File: config.mk
export PLATFORM = sky130hd
export DESIGN_NAME = encoder_distance_tick_counter
export DESIGN_NICKNAME = d
export VERILOG_FILES = /design/src/hw/rtl/edtc_pkg.sv /design/src/hw/rtl/encoder_distance_tick_counter.sv
export SDC_FILE = /design/constraint.sdc
export NUM_CORES = 1
export LEC_CHECK = 0
export ABC_AREA = 1
export BUFFER_PORTS_ARGS = -buffer_cell sky130_fd_sc_hd__buf_2
export CAP_MARGIN = 20
export CORE_MARGIN = 2
export CORE_UTILIZATION = 63
export CTS_CLUSTER_DIAMETER = 200
export CTS_CLUSTER_SIZE = 16
export DETAILED_ROUTE_END_ITERATION = 6
export GPL_TIMING_DRIVEN = 1
export PLACE_DENSITY = 0.89
export RECOVER_POWER = 100
export SETUP_SLACK_MARGIN = 0.1
export SLEW_MARGIN = 15
export SYNTH_ARGS = -nofsm -noshare
export SYNTH_HDL_FRONTEND = slang
export SYNTH_SLANG_ARGS = --single-unit
File: constraint.sdc
create_clock -name i_clk -period 6.5 [get_ports i_clk]
set_input_delay 1.3 -clock i_clk [delete_from_list [all_inputs] [get_ports i_clk]]
set_output_delay 1.3 -clock i_clk [all_outputs]
set_load 0.05 [all_outputs]
File: src/hw/rtl/edtc_pkg.sv
`timescale 1ns / 1ps
`default_nettype none

package edtc_pkg;

    // Register reset values
    localparam logic [15:0] TARGET_RESET = 16'd120;
    localparam logic [14:0] JUMP_RESET   = 15'd1000;

    // Saturation limit of the tick count
    localparam logic [14:0] TICKS_MAX    = 15'h7FFF;

    // Restoring divider: one quotient bit per step over a 17-bit magnitude
    localparam int DIV_STEPS = 17;
    localparam int CNT_W     = $clog2(DIV_STEPS + 1);

    // Configuration register indexes
    localparam logic CFG_TARGET = 1'b0;
    localparam logic CFG_JUMP   = 1'b1;

    // Sequencer states
    typedef enum logic [1:0] {
        ST_IDLE,
        ST_DIV,
        ST_WB
    } t_state;

endpackage

`default_nettype wire

File: src/hw/rtl/encoder_distance_tick_counter.sv
// Each normal reading passes through capture, 17 divider steps and write-back;
// a jump reading skips the divider and goes from capture straight to write-back.
// A new reading is stalled until the current one has been written back.
// A finished result waits in the output register while the next reading is taken.
// Reset (synchronous, active low) restores target 120, jump limit 1000,
// previous reading 0 and remainder 0, and empties the output register.
`timescale 1ns / 1ps
`default_nettype none

module encoder_distance_tick_counter
    import edtc_pkg::*;
(
    input  wire logic               i_clk,
    input  wire logic               i_rst_n,
    // configuration write port
    input  wire logic               i_cfg_we,
    input  wire logic               i_cfg_index,
    input  wire logic [15:0]        i_cfg_data,
    // input channel
    input  wire logic               i_in_valid,
    output logic                    o_in_stall,
    input  wire logic signed [15:0] i_count,
    // output channel
    output logic                    o_out_valid,
    input  wire logic               i_out_stall,
    output logic [14:0]             o_ticks,
    output logic                    o_jump_detected,
    output logic signed [16:0]      o_remainder
);

    t_state             r_state;
    t_state             n_state;
    logic [CNT_W-1:0]   r_cnt;
    logic [15:0]        r_target_pulses;
    logic [14:0]        r_jump_limit;
    logic [15:0]        r_prev;
    logic [17:0]        r_rem;
    logic [16:0]        r_part;
    logic [16:0]        r_quo;
    logic               r_neg;
    logic               r_jump;

    logic               w_in_acc;
    logic               w_out_free;
    logic               w_div_last;
    logic [15:0]        w_diff;
    logic [16:0]        w_mag;
    logic               w_jump;
    logic [17:0]        w_sum;
    logic [17:0]        w_abs;
    logic [16:0]        w_divisor;
    logic [17:0]        w_shift;
    logic [17:0]        w_trial;
    logic [14:0]        w_ticks;
    logic [16:0]        w_rem_out;

    assign w_in_acc   = i_in_valid && !o_in_stall;
    assign w_out_free = !o_out_valid || !i_out_stall;
    assign w_div_last = (r_cnt == CNT_W'(1));

    // Configuration registers
    always_ff @(posedge i_clk) begin
        if (!i_rst_n) begin
            r_target_pulses <= TARGET_RESET;
            r_jump_limit    <= JUMP_RESET;
        end else if (i_cfg_we) begin
            case (i_cfg_index)
                CFG_TARGET: r_target_pulses <= i_cfg_data;
                CFG_JUMP:   r_jump_limit    <= i_cfg_data[14:0];
                default:    ;
            endcase
        end
    end

    // Delta, jump test and new sum at capture
    assign w_diff = i_count - r_prev;
    assign w_mag  = w_diff[15] ? (17'h10000 - {1'b0, w_diff}) : {1'b0, w_diff};
    assign w_jump = w_mag > {2'b00, r_jump_limit};
    assign w_sum  = r_rem + {{2{w_diff[15]}}, w_diff};
    assign w_abs  = w_sum[17] ? (18'd0 - w_sum) : w_sum;

    // Zero target acts as 65536
    assign w_divisor = (r_target_pulses == 16'd0) ? 17'h10000 : {1'b0, r_target_pulses};

    // Shared divider step: shift in next dividend bit, trial subtract
    assign w_shift = {r_part, r_quo[16]};
    assign w_trial = w_shift - {1'b0, w_divisor};

    // Result formatting: saturate ticks, restore sign of remainder
    always_comb begin
        if (r_neg || r_jump) begin
            w_ticks = 15'd0;
        end else if (r_quo > {2'b00, TICKS_MAX}) begin
            w_ticks = TICKS_MAX;
        end else begin
            w_ticks = r_quo[14:0];
        end
        if (r_jump) begin
            w_rem_out = 17'd0;
        end else if (r_neg) begin
            w_rem_out = 17'd0 - r_part;
        end else begin
            w_rem_out = r_part;
        end
    end

    // Next state
    always_comb begin
        n_state = r_state;
        case (r_state)
            ST_IDLE: begin
                if (w_in_acc) begin
                    n_state = w_jump ? ST_WB : ST_DIV;
                end
            end
            ST_DIV: begin
                if (w_div_last) begin
                    n_state = ST_WB;
                end
            end
            ST_WB: begin
                if (w_out_free) begin
                    n_state = ST_IDLE;
                end
            end
            default: n_state = ST_IDLE;
        endcase
    end

    // Sequencer outputs
    always_comb begin
        case (r_state)
            ST_IDLE: o_in_stall = 1'b0;
            default: o_in_stall = 1'b1;
        endcase
    end

    always_ff @(posedge i_clk) begin
        if (!i_rst_n) begin
            r_state <= ST_IDLE;
        end else begin
            r_state <= n_state;
        end
    end

    // Capture and divider datapath
    always_ff @(posedge i_clk) begin
        if (!i_rst_n) begin
            r_prev <= 16'd0;
            r_rem  <= 18'd0;
            r_cnt  <= '0;
        end else begin
            case (r_state)
                ST_IDLE: begin
                    if (w_in_acc) begin
                        r_prev <= i_count;
                        r_jump <= w_jump;
                        r_neg  <= w_sum[17];
                        r_quo  <= w_abs[16:0];
                        r_part <= 17'd0;
                        r_cnt  <= CNT_W'(DIV_STEPS);
                    end
                end
                ST_DIV: begin
                    r_cnt <= r_cnt - CNT_W'(1);
                    if (!w_trial[17]) begin
                        r_part <= w_trial[16:0];
                        r_quo  <= {r_quo[15:0], 1'b1};
                    end else begin
                        r_part <= w_shift[16:0];
                        r_quo  <= {r_quo[15:0], 1'b0};
                    end
                end
                ST_WB: begin
                    if (w_out_free) begin
                        r_rem <= {w_rem_out[16], w_rem_out};
                    end
                end
                default: ;
            endcase
        end
    end

    // Output register
    always_ff @(posedge i_clk) begin
        if (!i_rst_n) begin
            o_out_valid <= 1'b0;
        end else if (r_state == ST_WB && w_out_free) begin
            o_out_valid <= 1'b1;
        end else if (!i_out_stall) begin
            o_out_valid <= 1'b0;
        end
    end

    always_ff @(posedge i_clk) begin
        if (r_state == ST_WB && w_out_free) begin
            o_ticks         <= w_ticks;
            o_jump_detected <= r_jump;
            o_remainder     <= w_rem_out;
        end
    end

    // Checks
    a_busy_after_accept: assert property (@(posedge i_clk) disable iff (!i_rst_n)
        w_in_acc |=> o_in_stall)
        else $error("input not stalled after a transaction");

    a_jump_result: assert property (@(posedge i_clk) disable iff (!i_rst_n)
        (o_out_valid && o_jump_detected) |-> (o_ticks == 15'd0 && o_remainder == 17'sd0))
        else $error("jump result carries ticks or remainder");

    a_neg_no_ticks: assert property (@(posedge i_clk) disable iff (!i_rst_n)
        (o_out_valid && o_remainder[16]) |-> (o_ticks == 15'd0))
        else $error("negative remainder with ticks");

    a_cnt_bound: assert property (@(posedge i_clk) disable iff (!i_rst_n)
        r_cnt <= CNT_W'(DIV_STEPS))
        else $error("divider step counter out of range");

    a_div_to_wb: assert property (@(posedge i_clk) disable iff (!i_rst_n)
        (r_state == ST_DIV && w_div_last) |=> (r_state == ST_WB))
        else $error("divider did not hand over to write-back");

endmodule

`default_nettype wire

Word level (Yosys, flattened, before mapping)
Index checks and enable logic that the tools add are counted.
- register bits after elaboration: 141
- input port bits: 38
- output and inout port bits: 35
- logic and storage cells: 70
- add/subtract/negate cells: 7
- magnitude comparators: 2
- equal/unequal tests: 7
- mux-type cells: 22
- bitwise logic cells: 1
- reduce and logical (&&, ||, !) cells: 17
- operators by type and width (kind ; count):
    $mux W17 ; 8
    $pmux W17 S2 ; 2
    $sub A1 B17 Y17 const A ; 2
    $add A17 B16 Y18 ; 1
    $sub A18 B17 Y18 ; 1
    $gt A17 B15 Y1 ; 1
    $gt A17 B15 Y1 const B ; 1
    $sub A17 B16 Y17 const A ; 1
    $logic_not A16 Y1 ; 1
    $sub A16 B16 Y16 ; 1
    $mux W15 ; 1
    $pmux W5 S2 ; 1
    $reduce_and A2 Y1 ; 5
    $reduce_and A3 Y1 ; 3
    $mux W2 ; 4
    $ne A2 B2 Y1 const B ; 3
    $pmux W2 S3 ; 1
    $eq A5 B1 Y1 const B ; 1
    $mux W5 ; 1
    $sub A5 B1 Y5 const B ; 1
    $mux W1 ; 4
    $eq A2 B1 Y1 const B ; 1
    $eq A2 B2 Y1 const B ; 1
    $logic_and A1 B1 Y1 ; 2
    other kinds (6) ; 8

Logic depth before layout (Yosys ltp)
- depth in word-level cells: 7
- gate-level depth with buffers: 30
- depth with buffers taken out: 30

Worst setup path after synthesis
Ideal clock, no wire load.
- path type: input-to-reg
- start: input port i_count[0]
- end: register r_quo[14], data pin
- setup time: 0.253 ns
- arrival time: 4.112 ns
- data required time: 6.247 ns
- path slack: 2.135 ns
- cell stages on the path: 27
- path buffers: 0
- cell sequence: inv_1 ha_1 inv_1 fa_1 nand3_1 nand3_2 nand2_1 nand2_1 or2_1 nand2_1 inv_1 ha_1 nand2_1 nor2_2 nand3_1 nand3_1 nand2_1 nand2_2 nand2_1 nor2_1 nand3_1 nand2_1 nand2_1 nand2_1 nand2_1 nand2_1 nand2_1
- cells in the longest elaborated chain, start to end: 6
- RTL lines (item ; line ; source):
    start: declaration ; encoder_distance_tick_counter.sv:22 ; input wire logic signed [15:0] i_count,
    $sub A16 B16 Y16 * ; encoder_distance_tick_counter.sv:76 ; assign w_diff = i_count - r_prev;
    $add A17 B16 Y18 * ; encoder_distance_tick_counter.sv:79 ; assign w_sum = r_rem + {{2{w_diff[15]}}, w_diff};
    $sub A1 B17 Y17 ; encoder_distance_tick_counter.sv:80 ; assign w_abs = w_sum[17] ? (18'd0 - w_sum) : w_sum;
    $mux W17 * ; encoder_distance_tick_counter.sv:80 ;
    $mux W17 * ; encoder_distance_tick_counter.sv:155 ; if (w_in_acc) begin
    $pmux W17 S2 * ; encoder_distance_tick_counter.sv:153 ; case (r_state)
    end signal: assignment ; encoder_distance_tick_counter.sv:159 ; r_quo <= w_abs[16:0];
    end signal: assignment ; encoder_distance_tick_counter.sv:168 ; r_quo <= {r_quo[15:0], 1'b1};
    end signal: assignment ; encoder_distance_tick_counter.sv:171 ; r_quo <= {r_quo[15:0], 1'b0};
    end: declaration ; encoder_distance_tick_counter.sv:39 ; logic [16:0] r_quo;
Every way passes the cells marked *; elsewhere a longest branch is shown, timed or not. The select of a mux whose other input is x is not followed.
A chain may end at the register's enable or synchronous reset.

Worst setup path after layout
- start: input port i_count[0]
- end: register r_quo[5], data pin
Same word-level chain as after synthesis.

==> impl_results.md <==
* Status: finished, violations left
* Failing checks: capacitance limit, slew limit
* Worst reg2reg path depth at 24
* CP required at 6.68 ns
* First-pass GRT wire length at 39.74 mm
* Critical-path top delay cell: o21ai_0
* Ant. Diodes at 0
* Metal3 WL at ~1.7 mm
* Synth Area in XOR/XNOR at 4.086%
* Most frequent cells in the layout: nand2_1, inv_1, nor2_1, a21oi_1, o21ai_0
* Routed Antenna Nets at 0
* Vias in the first global route at 8401
* Fin. max-slew vios at 160
* Clock H-tree levels at 4
* Finished Layout Cells at ~1600
* TritonCTS clock tree: done
* Iter 0 DRT Violations at roughly 710
* Top FF cell, synth: dfxtp_1
* Inserted Clock Buffers at 17
* Residual DRC at 0
* TritonCTS Sinks at 141
* Critical Path Fanout Max at 18
* RSZ-0062 raised after global routing: false
* Static leakage at approximately 5.0 nW
* Post-CTS Setup Repair Bufs at 0
* GRT Residual Overflow at 0
* Final hold vios at 0
* # nets final at 1526
* Number of synthesized flops with an enable pin at just under 70
* Die W at approximately 130 um
* Crit path buffers/inverters at 5
* Share of cells above drive strength 1 at under 10%
* Clk root buf: clkbuf_16
* Fmax at ~0.19 GHz
* Tcrit/Tclk final at a little over 80%
* Post-Place Cells at about 1600
* PwrDens at approximately 520 mW/mm^2
* Final Setup Violations at 0
* Nature of the critical path endpoint: flop
* Flops & latches, synth at ~140
* Delay-heaviest family, CP: simple AND/OR/NAND/NOR gates
* WL met2 at 11.75 mm
* Number of I/O pins at 73
* Hold Crit Class: reg2reg
* Setup TNS at 0 ns
* Total iterations of the first detailed-routing run at 5
* Latest clock arrival within the worst-skew pair at between 0.4 and 0.5 ns
* Post-synthesis simple-gate area fraction at 26.94%
* Synth async-reset ratio at 0%
* Wire per inst at ~15 um
* Critical Path End: r_quo[5]$_DFFE_PP_
* Largest family of logic cells by synthesized area: simple AND/OR/NAND/NOR gates
* Routability cong. at slightly above 1
* Worst slew margin at -67.42%
* Max cap viols at 4
* Post-CTS sizing at 0
* CP Class: in2reg
* Area Growth Syn to Fin at 10.46%
* Max VDD drop at 0.4086 mV
* Die Area at 0.01662 sq mm
* Max Clock Skew at roughly 0.0067 ns
* Antenna violations before repair at 0
* Largest net degree at the start of global routing at 53
* Synth Instances at ~1400
* Net Count, Synth at between 1000 and 1500
* DP HPWL at 18.54 mm
* Starting density of the core at between 60 and 70%
* Rows at 45
* Core box area at between 0.015 and 0.02 sq mm
* Yosys cell types at 45
* Crit-path max cell delay at around 0.67 ns
* Post-synthesis sequential area ratio at ~36%
* GRT Util Overall at around 30%
* DRT met1 WL at ~11 mm
* WP data arrival at about 5.6 ns
* Vias per cell at roughly 5.7
* Tmin final at around 5.4 ns
* Port-buffer cells at 72
* Uppermost layer routed: met4
* Routed Wire Length at ~25 mm
* # hold bufs at CTS at 0
* Via count at a little over 9000
* Max Buffers Root-to-Sink at 2
* Post-Synth Adder-Cell Area at about a tenth
* Leading cell type in the layout, fill and taps excluded: nand2_1
* Crit path launch: i_count[0]
* R2r startpoint: r_prev[0]$_SDFFE_PN0P_
* Mux cell area share after synthesis at 0%
* Synth warn at 0
* Clock-pin slew on the worst setup and hold paths at around 0.060 ns
* Compound-Gate Fraction of Synth Area at 14.70%
* Worst Setup Start Kind: input pin
* Mapped Avg Cell Area at 7.271 sq um
* Post-synthesis cell area at between 0.009 and 0.01 sq mm
* Fill cells at roughly 1200
* RR Endpoint: r_quo[5]$_DFFE_PP_
* DIE HEIGHT at between 100 and 150 um
* Crit path top cell by count: nand2_1
* Critical Path Stages at 26
* Reg2Reg Setup Slack at roughly 1.8 ns
* Actual slew at the worst max-slew pin at 2.511 ns
-- cell usage after synthesis (20+ instances only) --
cell type | instances | share of area, %
nand2_1 | 302 | 12
nand3_1 | 64 | 3.3
dfxtp_1 | 72 | 15
nor2_1 | 121 | 4.6
clkbuf_1 | 25 | 0.95
a21oi_1 | 116 | 5.9
nand4_1 | 22 | 1.4
edfxtp_1 | 69 | 21
nand2_2 | 20 | 1.3
inv_1 | 192 | 7.3
o21ai_0 | 110 | 5.6
xor2_1 | 30 | 2.7
ha_1 | 69 | 8.8
-- stage by stage --
stage          area (sq um)  worst slack [ns]  hold slack, ns  total power, W  util, %
6_report              10860             1.105          0.4724        0.005626    71.43
5_1_grt               10860            0.6663          0.4927        0.006072    71.43
4_1_cts               10950             1.775          0.4736        0.005621    72.02
3_5_place_dp          10350             1.388          0.4638        0.004594    68.06
3_3_place_gp          10350             1.393          0.4605        0.004506    68.06
2_1_floorplan          9831             2.135          0.4353        0.003904        -
-- metal layers --
metal	GRT usage, %	up-vias
met1	39.10	4243
met2	51.07	337
li1	-	4581
met4	11.06	0
met3	5.988	57
met5	0	-
-- worst register-to-register path: cells and delay by family, from the launching register on --
| kind | cells | cell delay (ns) |
|---|---|---|
| simple gates | 15 | 1.63 |
| fa+ha+maj | 3 | 1.03 |
| compound gates | 2 | 0.74 |
| buf+inv | 3 | 0.55 |
| flops | 1 | 0.34 |
| xor+xnor | 1 | 0.14 |
-- area by class of cell --
cell class	instances	area (sq um)	area share [%]
Tap cell	188	235.2	2.166
Multi-Input combinational cell	976	5404	49.76
Sequential cell	141	3513	32.35
Clock buffer	20	483.0	4.448
Clock inverter	12	120.1	1.106
Inverter	203	764.5	7.040
Timing Repair Buffer	77	339.1	3.122
-- flip-flops by register name, indices dropped and copies added, names as in the netlist, 2 cells and up --
name / flops
r_quo: 17
o_ticks: 15
r_jump_limit: 15
r_part: 17
o_remainder: 17
r_prev: 16
r_rem: 17
r_cnt: 5
r_state: 2
r_target_pulses: 16
-- logic make-up (layout without fill, tap and decap cells) --
kind of cell	count (synthesis)	in the layout
adders and majority gates	72	72
AOI/OAI and AO/OA	269	269
xor gates and xnor gates	42	42
and+or+nand+nor	593	593
DFF	141	141
buffers and inverters	235	312
-- how the worst min path moves through the flow --
stage | from | end | slack [ns] | depth (start not counted)
global placement | r_jump_limit[4]$_SDFFE_PN0P_ | r_jump_limit[4]$_SDFFE_PN0P_ | 0.46 | 2
detailed placement | r_jump_limit[11]$_SDFFE_PN0P_ | r_jump_limit[11]$_SDFFE_PN0P_ | 0.46 | 2
floorplan | r_jump_limit[10]$_SDFFE_PN0P_ | r_jump_limit[10]$_SDFFE_PN0P_ | 0.44 | 2
CTS | r_jump_limit[11]$_SDFFE_PN0P_ | r_jump_limit[11]$_SDFFE_PN0P_ | 0.47 | 2
finish | r_jump_limit[11]$_SDFFE_PN0P_ | r_jump_limit[11]$_SDFFE_PN0P_ | 0.47 | 2
global route | r_jump_limit[11]$_SDFFE_PN0P_ | r_jump_limit[11]$_SDFFE_PN0P_ | 0.49 | 2
-- where the power goes --
group | total, W | switching, W | internal [W]
clock | 0.000996 | 0.000410 | 0.000586
sequential | 0.00146 | 0.000151 | 0.00131
combinational | 0.00317 | 0.00219 | 0.000982
Note: power is estimated with default switching activity, not from simulation.
